`src/sv/ppq_pkg.sv`:
```
// package: constants, codes and request/response types for the process queue
`timescale 1ns / 1ps
package ppq_pkg;

	localparam int QUEUE_DEPTH   = 16;
	localparam int NUMBER_BITS   = 16;
	localparam int PRIORITY_BITS = 4;
	localparam int STATUS_BITS   = 2;

	localparam logic FUNC_INSERT = 1'b0;
	localparam logic FUNC_SERVE  = 1'b1;

	localparam logic [STATUS_BITS-1:0] STATUS_DONE  = 2'd0;
	localparam logic [STATUS_BITS-1:0] STATUS_EMPTY = 2'd1;
	localparam logic [STATUS_BITS-1:0] STATUS_FULL  = 2'd2;

	typedef struct packed {
		logic                     func;
		logic [PRIORITY_BITS-1:0] new_priority;
	} req_t;

	typedef struct packed {
		logic [STATUS_BITS-1:0]   status;
		logic [NUMBER_BITS-1:0]   process_number;
		logic [PRIORITY_BITS-1:0] served_priority;
	} rsp_t;

	typedef struct packed {
		logic [NUMBER_BITS-1:0]   number;
		logic [PRIORITY_BITS-1:0] priority_lvl;
	} entry_t;

endpackage

```
`src/sv/ppq_store.sv`:
```
// entry memory: one write port, one registered read port
`timescale 1ns / 1ps
module ppq_store #(
	parameter int QUEUE_DEPTH = ppq_pkg::QUEUE_DEPTH,
	localparam int IDX_W = $clog2(QUEUE_DEPTH)
) (
	input  logic               clk,
	input  logic               wr_en,
	input  logic [IDX_W-1:0]   wr_addr,
	input  ppq_pkg::entry_t    wr_data,
	input  logic               rd_en,
	input  logic [IDX_W-1:0]   rd_addr,
	output ppq_pkg::entry_t    rd_data
);

	ppq_pkg::entry_t mem_q [QUEUE_DEPTH];
	ppq_pkg::entry_t rd_data_q;

	always_ff @(posedge clk) begin
		if (wr_en) begin
			mem_q[wr_addr] <= wr_data;
		end
	end

	always_ff @(posedge clk) begin
		if (rd_en) begin
			rd_data_q <= mem_q[rd_addr];
		end
	end

	assign rd_data = rd_data_q;

endmodule

```
`src/sv/ppq_scan.sv`:
```
// compare unit: keeps the earliest entry of strictly highest priority
`timescale 1ns / 1ps
module ppq_scan #(
	parameter int QUEUE_DEPTH = ppq_pkg::QUEUE_DEPTH,
	localparam int IDX_W = $clog2(QUEUE_DEPTH)
) (
	input  logic               clk,
	input  logic               vld,
	input  logic [IDX_W-1:0]   idx,
	input  ppq_pkg::entry_t    cand,
	output ppq_pkg::entry_t    best,
	output logic [IDX_W-1:0]   best_idx
);

	ppq_pkg::entry_t  best_q;
	logic [IDX_W-1:0] best_idx_q;
	logic             take;

	// head entry always taken, later ones only when strictly higher
	assign take = vld && ((idx == '0) || (cand.priority_lvl > best_q.priority_lvl));

	always_ff @(posedge clk) begin
		if (take) begin
			best_q     <= cand;
			best_idx_q <= idx;
		end
	end

	assign best     = best_q;
	assign best_idx = best_idx_q;

endmodule

```
`src/sv/priority_process_queue_unit.sv`:
```
// top level: sequencer, counters and response register of the process queue
// insert, or any request that ends in an empty or full status: on acceptance the sequencer
// goes to the result state, then loads the response register once that register is free.
// serve: one memory read per cycle for the priority scan, then one per cycle to close up.
// one request at a time; the next is taken once the sequencer is back to idle.
// reset: asynchronous, active low; queue empty, next number 1, memory left as is.
`timescale 1ns / 1ps
module priority_process_queue_unit #(
	parameter int QUEUE_DEPTH = ppq_pkg::QUEUE_DEPTH
) (
	input  logic          clk,
	input  logic          arst_n,
	input  logic          req_valid,
	output logic          req_stall,
	input  ppq_pkg::req_t req,
	output logic          rsp_valid,
	input  logic          rsp_stall,
	output ppq_pkg::rsp_t rsp
);

	localparam int CNT_W = $clog2(QUEUE_DEPTH + 1);
	localparam int IDX_W = $clog2(QUEUE_DEPTH);
	localparam logic [CNT_W-1:0] DEPTH_C = CNT_W'(QUEUE_DEPTH);

	localparam logic [1:0] ST_IDLE   = 2'd0;
	localparam logic [1:0] ST_SCAN   = 2'd1;
	localparam logic [1:0] ST_SHIFT  = 2'd2;
	localparam logic [1:0] ST_RESULT = 2'd3;

	logic [1:0]                      state_q;
	logic [CNT_W-1:0]                cnt_q;
	logic [ppq_pkg::NUMBER_BITS-1:0] num_q;
	logic [CNT_W-1:0]                rd_q;
	logic                            vld_s1;
	logic [IDX_W-1:0]                idx_s1;
	ppq_pkg::rsp_t                   res_q;
	ppq_pkg::rsp_t                   rsp_q;
	logic                            rsp_valid_q;

	logic             accept;
	logic             do_insert;
	logic             rd_issue;
	logic [IDX_W-1:0] rd_addr;
	logic             wr_en;
	logic [IDX_W-1:0] wr_addr;
	ppq_pkg::entry_t  wr_data;
	ppq_pkg::entry_t  rd_data;
	ppq_pkg::entry_t  best;
	logic [IDX_W-1:0] best_idx;
	logic             pass_done;
	logic             rsp_load;

	assign req_stall = (state_q != ST_IDLE);
	assign accept    = req_valid && !req_stall;
	assign do_insert = accept && (req.func == ppq_pkg::FUNC_INSERT) && (cnt_q != DEPTH_C);

	assign rd_issue  = ((state_q == ST_SCAN) || (state_q == ST_SHIFT)) && (rd_q < cnt_q);
	assign rd_addr   = rd_q[IDX_W-1:0];
	assign pass_done = (rd_q == cnt_q) && !vld_s1;

	always_comb begin
		wr_en   = 1'b0;
		wr_addr = cnt_q[IDX_W-1:0];
		wr_data = '{number: num_q, priority_lvl: req.new_priority};
		if (do_insert) begin
			wr_en = 1'b1;
		end else if ((state_q == ST_SHIFT) && vld_s1) begin
			wr_en   = 1'b1;
			wr_addr = idx_s1 - IDX_W'(1);
			wr_data = rd_data;
		end
	end

	ppq_store #(.QUEUE_DEPTH(QUEUE_DEPTH)) u_store (
		.clk     (clk),
		.wr_en   (wr_en),
		.wr_addr (wr_addr),
		.wr_data (wr_data),
		.rd_en   (rd_issue),
		.rd_addr (rd_addr),
		.rd_data (rd_data)
	);

	ppq_scan #(.QUEUE_DEPTH(QUEUE_DEPTH)) u_scan (
		.clk      (clk),
		.vld      ((state_q == ST_SCAN) && vld_s1),
		.idx      (idx_s1),
		.cand     (rd_data),
		.best     (best),
		.best_idx (best_idx)
	);

	always_ff @(posedge clk or negedge arst_n) begin
		if (!arst_n) begin
			vld_s1 <= 1'b0;
		end else begin
			vld_s1 <= rd_issue;
		end
	end

	always_ff @(posedge clk) begin
		if (rd_issue) begin
			idx_s1 <= rd_addr;
		end
	end

	always_ff @(posedge clk or negedge arst_n) begin
		if (!arst_n) begin
			state_q <= ST_IDLE;
			cnt_q   <= '0;
			num_q   <= ppq_pkg::NUMBER_BITS'(1);
			rd_q    <= '0;
		end else begin
			if (rd_issue) begin
				rd_q <= rd_q + CNT_W'(1);
			end
			case (state_q)
				ST_IDLE: begin
					if (accept) begin
						if (req.func == ppq_pkg::FUNC_INSERT) begin
							state_q <= ST_RESULT;
							if (cnt_q != DEPTH_C) begin
								cnt_q <= cnt_q + CNT_W'(1);
								num_q <= num_q + ppq_pkg::NUMBER_BITS'(1);
							end
						end else if (cnt_q == '0) begin
							state_q <= ST_RESULT;
						end else begin
							state_q <= ST_SCAN;
							rd_q    <= '0;
						end
					end
				end
				ST_SCAN: begin
					if (pass_done) begin
						state_q <= ST_SHIFT;
						rd_q    <= CNT_W'(best_idx) + CNT_W'(1);
					end
				end
				ST_SHIFT: begin
					if (pass_done) begin
						state_q <= ST_RESULT;
						cnt_q   <= cnt_q - CNT_W'(1);
					end
				end
				ST_RESULT: begin
					if (rsp_load) begin
						state_q <= ST_IDLE;
					end
				end
				default: begin
					state_q <= ST_IDLE;
				end
			endcase
		end
	end

	always_ff @(posedge clk) begin
		if (accept) begin
			if (req.func == ppq_pkg::FUNC_INSERT) begin
				if (cnt_q != DEPTH_C) begin
					res_q <= '{status: ppq_pkg::STATUS_DONE, process_number: num_q,
						served_priority: '0};
				end else begin
					res_q <= '{status: ppq_pkg::STATUS_FULL, process_number: '0,
						served_priority: '0};
				end
			end else begin
				res_q <= '{status: ppq_pkg::STATUS_EMPTY, process_number: '0,
					served_priority: '0};
			end
		end else if ((state_q == ST_SHIFT) && pass_done) begin
			res_q <= '{status: ppq_pkg::STATUS_DONE, process_number: best.number,
				served_priority: best.priority_lvl};
		end
	end

	// response register frees the sequencer from the far side
	assign rsp_load = (state_q == ST_RESULT) && (!rsp_valid_q || !rsp_stall);

	always_ff @(posedge clk or negedge arst_n) begin
		if (!arst_n) begin
			rsp_valid_q <= 1'b0;
		end else if (rsp_load) begin
			rsp_valid_q <= 1'b1;
		end else if (!rsp_stall) begin
			rsp_valid_q <= 1'b0;
		end
	end

	always_ff @(posedge clk) begin
		if (rsp_load) begin
			rsp_q <= res_q;
		end
	end

	assign rsp_valid = rsp_valid_q;
	assign rsp       = rsp_q;

	a_cnt_bound: assert property (@(posedge clk) disable iff (!arst_n)
		cnt_q <= DEPTH_C)
		else $error("entry count beyond queue depth");

	a_num_on_insert: assert property (@(posedge clk) disable iff (!arst_n)
		!$stable(num_q) |-> $past(do_insert))
		else $error("process number moved without an insert");

	a_empty_serve: assert property (@(posedge clk) disable iff (!arst_n)
		(accept && (req.func == ppq_pkg::FUNC_SERVE) && (cnt_q == '0)) |=>
		((state_q == ST_RESULT) && (res_q.status == ppq_pkg::STATUS_EMPTY)))
		else $error("serve on empty queue did not report empty");

	a_shift_index: assert property (@(posedge clk) disable iff (!arst_n)
		((state_q == ST_SHIFT) && vld_s1) |-> (idx_s1 != '0))
		else $error("close-up write below the head");

endmodule
```
`config.mk`:
```
export PLATFORM = sky130hd
export DESIGN_NAME = priority_process_queue_unit
export DESIGN_NICKNAME = d
export VERILOG_FILES = /design/src/sv/ppq_pkg.sv /design/src/sv/ppq_store.sv /design/src/sv/ppq_scan.sv /design/src/sv/priority_process_queue_unit.sv
export SDC_FILE = /design/constraint.sdc
export NUM_CORES = 1
export LEC_CHECK = 0
export ABC_AREA = 1
export CAP_MARGIN = 25
export CORE_MARGIN = 3
export CORE_UTILIZATION = 65
export CTS_CLUSTER_DIAMETER = 60
export DETAILED_ROUTE_END_ITERATION = 12
export DONT_BUFFER_PORTS = 1
export PLACE_DENSITY = 0.89
export SLEW_MARGIN = 10
export SYNTH_ARGS = -nofsm -noshare
export SYNTH_HDL_FRONTEND = slang
export SYNTH_SLANG_ARGS = --single-unit
```
`constraint.sdc`:
```
create_clock -name clk -period 10.61 [get_ports clk]
set_clock_uncertainty 0.1 [all_clocks]
set_input_delay 1.5915 -clock clk [delete_from_list [all_inputs] [get_ports clk]]
set_output_delay 1.5915 -clock clk [all_outputs]
set_load 0.005 [all_outputs]
```
# == Yosys cells after proc, flatten, opt, wreduce, memory -nomap -nowiden ==
# Memories as Yosys holds them, arrays and structs flattened. A register that Yosys moved wholly into a read port is not among the register bits.
# Index checks and enable logic that the tools add are counted.
# word_totals
output_inout_bits,24
n_memories,1
ram_bits,320
regBits,102
input_bits,9
# mem_list
memory,depth,width,read_ports,rd_ports_with_merged_regs,wr,line_no,source
u_store.mem_q,16,20,1,1,1,ppq_store.sv:16,ppq_pkg::entry_t mem_q [QUEUE_DEPTH];
# op_classes
n_addsub,6
n_reduce_logical,26
eq_ne,12
order_cmp,2
n_mux,32
bitwise,1
# ops
cell,count
2-to-1 mux 22 bit,4
2-to-1 mux 5 bit,9
2-to-1 mux 20 bit,2
case mux 5 bit (2 select lines),2
adder 16 x 1 -> 16 bit (second input constant),1
2-to-1 mux 2 bit,6
!= test 2 bit (second input constant),6
adder 5 x 1 -> 5 bit (second input constant),2
logical AND 1 bit,10
2-to-1 mux 4 bit,2
case mux 2 bit (4 select lines),1
AND reduction 4 bit,2
2-to-1 mux 1 bit,6
nonzero test 2 bit,3
adder 4 x 1 -> 5 bit (second input constant),1
== test 5 bit,1
zero test 5 bit,1
< comparator 5 bit,1
!= test 5 bit (second input constant),1
AND reduction 5 bit,1
subtractor 5 x 1 -> 5 bit (second input constant),1
== test 2 bit (second input constant),2
greater-than comparator 4 bit,1
zero test 1 bit,4
other kinds (7),9

# == Depth between registers and ports, before layout ==
# Gate-level depths: netlist of the first run.
# logic_depth
ltp_word,8
depth_mapped,12
ltp_nobuf,11

# == Hierarchy ==
# Synthesis of the first run repeated with hierarchy kept, for this count alone.
# unflattened
hier_cells,1851
hier_area_um2,19438.6
# by_module_without_submodules
module,area_per_inst_um2,seq_area_each_um2,cells_each,n_inst
ppq_store,14392.6,10209.8,1336,1
priority_process_queue_unit,4192.8,2193.4,467,1
ppq_scan,853.3,720.7,48,1

# == Worst setup path after synthesis of the first run ==
# Ideal clock, no wire load.
# synth_timing
path_kind,input -> register
startpoint,input req_valid
endpoint,memory u_store.mem_q[4][0] (netlist name) (enable)
path_slack_ns,6.961
path_stages,9
setup_ns,0.397
t_arrival_ns,3.152
t_required_ns,10.113
cell_sequence,nand2_2 -> nor2_4 -> nand2_4 -> buf_6 -> nand2_2 -> nand2_2 -> inv_2 -> nand3_2 -> nor2_1
# synth_between
elab_chain_cells,6
# synth_rtl
item,line_no,source
from (decl),priority_process_queue_unit.sv:13,"input logic req_valid,"
logical AND 1 bit (*),priority_process_queue_unit.sv:54,assign accept = req_valid && !req_stall;
logical AND 1 bit (*) (2 in a row),priority_process_queue_unit.sv:55,assign do_insert = accept && (req.func == ppq_pkg::FUNC_INSERT) && (cnt_q != DEPTH_C);
2-to-1 mux 1 bit,priority_process_queue_unit.sv:65,if (do_insert) begin
2-to-1 mux 1 bit,ppq_store.sv:20,if (wr_en) begin
2-to-1 mux 1 bit (not written as such),ppq_store.sv:21,mem_q[wr_addr] <= wr_data;
to (decl),ppq_store.sv:16,
# Mark *: on every way between the ends. The rest lies on a longest branch, timed or not.

# == Worst setup path in the final report of the first run ==
# layout_timing
startpoint,input req_valid
endpoint,memory u_store.mem_q[8][0] (netlist name) (enable)
# Same word-level chain as after synthesis.

==> qor.txt, run 1 <==
Clk Latency, worst-skew pair -> 540 ps
final worst-path cycle share -> 42.9%
max-slew violations -> 0
Util after Layout -> 73.7%
worst min path class -> reg -> reg
Final min period -> 4560 ps
# H-tree levels -> 2
Mapped Nets -> 1,513
Core Area -> 27,300 µm²
Required @ worst endpoint -> 10,730 ps
clock network power share -> 23.9%
Setup crit end kind -> flop
Fin Hold WS -> 318 ps
Hold EP -> rsp[18]$_DFFE_PP_
Avg WL per Cell -> 22.9 µm
vias in the first global route -> 11,675
maximum number of pins on one net before global-route repair -> 125
CTS Buf Count -> 42
Leakage -> 7.14 nW
GPL Wtd Cong -> 0.861
hpwl dp -> 24,200 µm
Hold Crit Start -> res_q[18]$_DFFE_PP_
Reg clk slew, reported paths -> 60 ps
TritonCTS clock tree -> built
crit path launch type -> primary input
final setup fails -> 0
r2r setup slk -> 6260 ps
Final Total Pwr -> 5.97 mW
cts repair resizes -> 0
vias per inst -> 6.41
Arr. time, crit path -> 4680 ps
total die area -> 30,100 µm²
PwrDens -> 297 nW/µm²
Die Wd -> 173 µm
final setup TNS -> 0 ps
register area share after synthesis -> 72.0%
critical path fanouts, max -> 36
r2r worst-path depth -> 11
ys async rst share -> 6.79%
WS Path Type -> in -> reg
Psw -> 2.20 mW
antenna fix cells -> 0
clock tree buffer depth -> 3
unrepaired setup endpoints after global routing -> no
worst hold stages -> 0
DRT antenna net count -> 0
FMAX -> 219 MHz
Initial Util -> 66.9%
DRT iter0 DRCs -> 2,132
sw frac -> 36.9%
# Post-CTS Setup Buffers -> 0
GRT overflow -> 0
max-cap viol count -> 0
initial antenna violation count -> 2
GRT Total Usage -> 28.0%
final hold violation count -> 0
Comb power frac -> 32.7%
Ports -> 33
worst rel slew slack -> 32.9%
DRT Pass-1 Iters -> 6
DP Cell Count -> 1,804
Seq pwr share -> 43.5%
Sink Count -> 442
Post-Layout Cell Count -> 1,896
Post-synth EDFFs -> 412
Routed WL -> 43,400 µm
outcome -> finished, final reports clean
Post-route DRC -> 0
Post-CTS Hold Buffers -> 0
leading cell type in the layout, fill and taps excluded -> edfxtp_1
Crit Reg-Reg Startpoint -> state_q[0]$_DFFE_PN0P_
Primary FF master, synth -> edfxtp_1
num rows -> 60
Mapped Avg Cell Area -> 12.3 µm²
layout cells sized above 1 -> 9.25%
mapped cell area -> 18,200 µm²
fin nets -> 1,523
Cell Int Power -> 3.76 mW
Syn. warnings -> 0
worst r2r dst -> u_store.mem_q[8][0]$_DFFE_PP_
worst slew pin tran -> 1010 ps
Die Y -> 173 µm
VDD IR max -> 0.180 mV
Syn Inst Count -> 1,482
Root Driver -> clkbuf_16
global-route wire length before repair -> 65,300 µm
#FFs+latches synth -> 442
Vias -> 12,155
Area Growth Syn to Fin -> 10.2%
Synth cell types -> 33
most frequent cells in the layout -> 412 x edfxtp_1, 204 x nor2_1, 177 x nand2_1, 170 x o21ai_0, 102 x inv_1
I/O Buffers -> 0
[cell type report]
type,count,area [µm²]
inverters,106,399
well taps,372,465
multi-input cells,859,4430
repair buffers,41,379
clock buffers,60,1160
clock inverters,16,128
fillers,1586,7160
flip-flops and latches,442,13100
[cells by family (layout without fill, tap and decap cells)]
logic type | Yosys count | after routing | synth area share (%)
and+or+nand+nor | 503 | 503 | 11.5
buffers and inverters | 181 | 223 | 4.04
adders and majority gates | 22 | 22 | 1.55
xor gates and xnor gates | 17 | 17 | 0.817
AOI/OAI and AO/OA | 317 | 317 | 10.1
DFF | 442 | 442 | 72.0
[cells in the mapped netlist (2+ instances only)]
cell type | n | area share, %
edfxtp_1 | 412 | 68
nor3_1 | 5 | 0.14
inv_2 | 4 | 0.082
a21oi_1 | 42 | 1.2
inv_1 | 102 | 2.1
nand2_1 | 177 | 3.6
nand2_2 | 10 | 0.34
xor2_1 | 13 | 0.62
nand3_1 | 74 | 2.0
ha_1 | 21 | 1.4
o211ai_1 | 100 | 4.1
clkbuf_1 | 41 | 0.84
nor2_1 | 220 | 4.5
nand3_2 | 3 | 0.16
nor2_2 | 2 | 0.069
dfrtp_1 | 29 | 4.0
xnor2_1 | 4 | 0.19
o21ai_0 | 171 | 4.7
a22o_1 | 2 | 0.096
buf_2 | 28 | 0.77
nand4_1 | 7 | 0.24
buf_4 | 4 | 0.16
[worst max-delay path by stage]
| stage | from | end | cells after the start |
|---|---|---|---|
| 2_1_floorplan | req_valid | u_store.mem_q[4][0]$_DFFE_PP_ | 9 |
| 3_3_place_gp | req_valid | u_store.mem_q[9][17]$_DFFE_PP_ | 9 |
| 3_5_place_dp | req_valid | u_store.mem_q[8][18]$_DFFE_PP_ | 9 |
| 4_1_cts | req_valid | u_store.mem_q[8][17]$_DFFE_PP_ | 9 |
| 5_1_grt | req_valid | u_store.mem_q[9][17]$_DFFE_PP_ | 9 |
| 6_report | req_valid | u_store.mem_q[8][0]$_DFFE_PP_ | 9 |
[worst max-delay path: stages]
cell     delay, ps
nand2_2        250
nor2_4         280
nand2_4        260
nand2_2        690
nand2_2        160
nand2_1        180
nand2_2        130
nor2_2         710
buf_4          400
[sequential cells by signal, summed over array words and instances, names as in the netlist]
signal	flops
idx_s1	4
u_scan.best_idx	4
vld_s1	1
rsp_valid	1
rsp	22
u_store.rd_data	20
rd_q	5
u_store.mem_q	320
cnt_q	5
num_q	16
res_q	22
u_scan.best	20
state_q	2
[layer usage]
layer	global-route usage (%)	vias to the layer above	wire length (µm)
met5	0	-	25
met4	10.7	4	1570
met3	6.24	141	5190
met2	45.4	896	21200
met1	37.6	5823	15400
li1	-	5291	-
[power groups by stage]
stage               sequential [mW]  clock [mW]  combinational, mW
finish                         2.59        1.42               1.95
global route                   2.61        1.51               2.13
CTS                            2.64        1.43               1.77
detailed placement             2.67           0               1.74
global placement               2.66           0               1.63
floorplan                      2.54           0               1.30
[metrics by stage]
step	worst slack (ps)	area, µm²
2_1_floorplan	6960	18200
3_3_place_gp	5860	18600
3_5_place_dp	5670	18600
4_1_cts	6170	19900
5_1_grt	5910	20100
6_report	6050	20100
(Power assumes the default switching activity.)
==> run 2, diff against run 1 <==
--- a/config.mk
+++ b/config.mk
@@ -5,14 +5,14 @@
 export SDC_FILE = /design/constraint.sdc
 export NUM_CORES = 1
 export LEC_CHECK = 0
-export ABC_AREA = 1
+export ABC_AREA = 0
 export CAP_MARGIN = 25
 export CORE_MARGIN = 3
-export CORE_UTILIZATION = 65
+export CORE_UTILIZATION = 57
 export CTS_CLUSTER_DIAMETER = 60
 export DETAILED_ROUTE_END_ITERATION = 12
 export DONT_BUFFER_PORTS = 1
-export PLACE_DENSITY = 0.89
+export PLACE_DENSITY = 0.83
 export SLEW_MARGIN = 10
 export SYNTH_ARGS = -nofsm -noshare
 export SYNTH_HDL_FRONTEND = slang
==> constraint.sdc (replaced) <==
create_clock -name clk -period 3.85 [get_ports clk]
set_clock_uncertainty 0.1 [all_clocks]
set_input_delay 0.5775 -clock clk [delete_from_list [all_inputs] [get_ports clk]]
set_output_delay 0.5775 -clock clk [all_outputs]
set_load 0.005 [all_outputs]
==> qor.txt, run 2 <==
outcome -> finished, final reports clean (unchanged)
DRT iter0 DRCs -> 1,072 (was 2,132)
worst slew pin tran -> 900 ps (was 1010 ps)
final worst-path cycle share -> 82.9%
Syn Inst Count -> 821 (was 1,482)
#FFs+latches synth -> 442 (unchanged)
Ports -> 33 (unchanged)
initial antenna violation count -> 5 (was 2)
Post-route DRC -> 0 (unchanged)
PwrDens -> 780 nW/µm² (was 297 nW/µm²)
cells along the critical path -> inv_1 -> ha_1 -> buf_4 -> and3b_1 -> a21boi_4 -> buf_4 -> o31ai_1 -> nand2_1 -> nor2_2 -> buf_4 (was nand2_2 -> nor2_4 -> nand2_4 -> nand2_2 -> nand2_2 -> nand2_1 -> nand2_2 -> nor2_2 -> buf_4)
Reg clk slew, reported paths -> 60 ps (about the same)
GR peak layer -> met2 (unchanged)
Final min period -> 3190 ps
Leakage -> 6.40 nW (was 7.14 nW)
final setup fails -> 0 (unchanged)
Core Area -> 29,700 µm² (was 27,300 µm²)
Post-synth EDFFs -> 412 (unchanged)
Die Wd -> 180 µm (was 173 µm)
top cells by area, synth -> edfxtp_1 72%, mux4_2 13%, dfrtp_1 4.2%, ha_1 1.5%, xnor2_1 1.1% (was edfxtp_1 68%, o21ai_0 4.7%, nor2_1 4.5%, o211ai_1 4.1%, dfrtp_1 4.0%)
hpwl dp -> 22,900 µm (was 24,200 µm)
Hold Crit Start -> rsp_stall (was res_q[18]$_DFFE_PP_)
mapped cell area -> 17,300 µm² (was 18,200 µm²)
most instantiated library cell after synthesis -> edfxtp_1 (unchanged)
Primary FF master, synth -> edfxtp_1 (unchanged)
DP Cell Count -> 1,206 (was 1,804)
Synth top cells by count -> 412 x edfxtp_1, 100 x mux4_2, 29 x dfrtp_1, 29 x nand2_1, 27 x nor2_1 (was 412 x edfxtp_1, 220 x nor2_1, 177 x nand2_1)
Initial Util -> 58.1% (was 66.9%)
post-synth top area cell -> edfxtp_1 (unchanged)
FMAX -> 313 MHz
DRT Pass-1 Iters -> 5 (was 6)
Routed WL -> 37,600 µm (was 43,400 µm)
register area share after synthesis -> 76.0% (was 72.0%)
GRT met2 Usage -> 38.2% (was 45.4%)
worst min path class -> in -> reg (was reg -> reg)
Post-Layout Cell Count -> 1,290 (was 1,896)
GR Layer Usage met1 -> 33.8% (was 37.6%)
Setup crit end kind -> flop (unchanged)
Mapped Avg Cell Area -> 21.0 µm² (was 12.3 µm²)
final setup TNS -> 0 ps (unchanged)
I/O Buffers -> 0 (unchanged)
WS Path Type -> reg -> reg (was in -> reg)
worst rel slew slack -> 39.8% (was 32.9%)
critical path fanouts, max -> 26 (was 36)
Arr. time, crit path -> 3280 ps (was 4680 ps)
Reg with most FFs -> u_store.mem_q (unchanged)
Clk Latency, worst-skew pair -> 530 ps (was 540 ps)
vias in the first global route -> 8,558 (was 11,675)
Crit path top cell by count -> buf_4 (was nand2_2)
cts repair resizes -> 0 (unchanged)
Avg WL per Cell -> 29.2 µm (was 22.9 µm)
fin nets -> 895 (was 1,523)
VDD IR max -> 0.381 mV (was 0.180 mV)
maximum number of pins on one net before global-route repair -> 55 (was 125)
Root Driver -> clkbuf_16 (unchanged)
vias per inst -> 6.48 (was 6.41)
GRT overflow -> 0 (unchanged)
DRT antenna net count -> 0 (unchanged)
Area Growth Syn to Fin -> 12.0% (was 10.2%)
global-route wire length before repair -> 56,600 µm (was 65,300 µm)
Required @ worst endpoint -> 3930 ps (was 10,730 ps)
# Post-CTS Setup Buffers -> 0 (unchanged)
TritonCTS clock tree -> built (unchanged)
unrepaired setup endpoints after global routing -> no (unchanged)
final hold violation count -> 0 (unchanged)
layout cells sized above 1 -> 25.9% (was 9.25%)
Die Y -> 180 µm (was 173 µm)
max-cap viol count -> 0 (unchanged)
Post-CTS Hold Buffers -> 2 (was 0)
most frequent cells in the layout -> 412 x edfxtp_1, 100 x mux4_2, 45 x clkbuf_16, 29 x nand2_1, 27 x buf_4 (was 412 x edfxtp_1, 204 x nor2_1, 177 x nand2_1, 170 x o21ai_0, 102 x inv_1)
CP max-delay cell -> o31ai_1 (was nor2_2)
GR Layer Usage met3 -> 4.38% (was 6.24%)
total die area -> 32,400 µm² (was 30,100 µm²)
leading cell type in the layout, fill and taps excluded -> edfxtp_1 (unchanged)
max incr delay on CP -> 500 ps (was 710 ps)
Synth top area share -> 71.6% (was 67.9%)
Crit Reg-Reg Startpoint -> state_q[0]$_DFFE_PN0P_ (unchanged)
num rows -> 63 (was 60)
ys async rst share -> 6.79% (unchanged)
Synth cell types -> 48 (was 33)
clock tree buffer depth -> 3 (unchanged)
# H-tree levels -> 2 (unchanged)
CTS Buf Count -> 43 (was 42)
GRT Total Usage -> 23.4% (was 28.0%)
crit path launch type -> flop (was primary input)
CP Launch Point -> state_q[0]$_DFFE_PN0P_ (was req_valid)
Sink Count -> 442 (unchanged)
Syn. warnings -> 0 (unchanged)
GPL Wtd Cong -> 0.847 (was 0.861)
Mapped Nets -> 852 (was 1,513)
max-slew violations -> 0 (unchanged)
Vias -> 8,363 (was 12,155)
max reg flops -> 320 (unchanged)
[run 2: cell count changes after synthesis, moves of 11 or more]
cell,delta
a21oi_1,-35
a22o_1,+15
buf_2,-15
clkbuf_1,-26
inv_1,-82
mux2_2,+11
mux4_2,+100
nand2_1,-148
nand3_1,-61
nor2_1,-193
o211ai_1,-98
o21ai_0,-161
xnor2_1,+17
[run 2: final timing paths]
kind | end | slack (ps) | cells past startpoint
worst max register to register | u_store.mem_q[10][3]$_DFFE_PP_ | 660 | 10
max in group asynchronous | num_q[0]$_DFFE_PN1P_ | 2970 | 2
worst min register to register | rsp[15]$_DFFE_PP_ | 320 | 0
worst min-delay path | rsp_valid$_DFFE_PN0P_ | 100 | 1
worst max-delay path | u_store.mem_q[10][3]$_DFFE_PP_ | 660 | 10
min in group asynchronous | num_q[13]$_DFFE_PN0P_ | 440 | 2
[run 2: worst max-delay path, delay by kind of cell, from the launching register on]
kind,cells,cell delay [ps]
buf+inv,4,820
simple gates,3,660
compound gates,2,660
flops,1,380
fa+ha+maj,1,200
[run 2: where the power goes]
group | internal, mW | switching [mW] | total (mW) | leakage [nW]
sequential | 6.50 | 0.483 | 6.99 | 4.18
combinational | 1.58 | 2.34 | 3.92 | 1.52
clock | 2.48 | 1.69 | 4.18 | 0.700
total | 10.6 | 4.52 | 15.1 | 6.40
[run 2: final cells by class]
class                      count  area, µm²
antenna                        2       5.00
clock buffer                  60       1220
clock inverter                19        189
fill                        1802      10400
inverter                      20       75.1
multi-input combinational    327       3990
sequential                   442      13100
tap                          390        488
timing repair buffer          30        244
[run 2: cell families after synthesis]
family / synth area share [%]
simple gates: 2.69
fa+ha+maj: 1.64
xor+xnor: 1.42
compound gates: 2.48
mux: 14.5
flops: 76.0
buf+inv: 1.27
[run 2: through the flow]
step | hold slack (ps) | total power, mW | cell area (µm²) | utilization [%] | setup WS (ps)
floorplan | 182 | 9.56 | 17300 | - | 905
global placement | 184 | 10.7 | 17900 | 60.2 | 792
detailed placement | 184 | 10.9 | 17900 | 60.2 | 733
CTS | 81.7 | 15.1 | 19300 | 65.0 | 705
global route | 80.3 | 15.7 | 19300 | 65.1 | 527
finish | 99.3 | 15.1 | 19300 | 65.1 | 660
[run 2: metal layers]
metal | vias up | routed length, µm | part of all wire, %
li1 | 3442 | - | -
met1 | 4399 | 14600 | 39
met4 | 4 | 824 | 2.2
met2 | 454 | 18800 | 50
met3 | 64 | 3360 | 8.9
met5 | - | 27 | 0.072
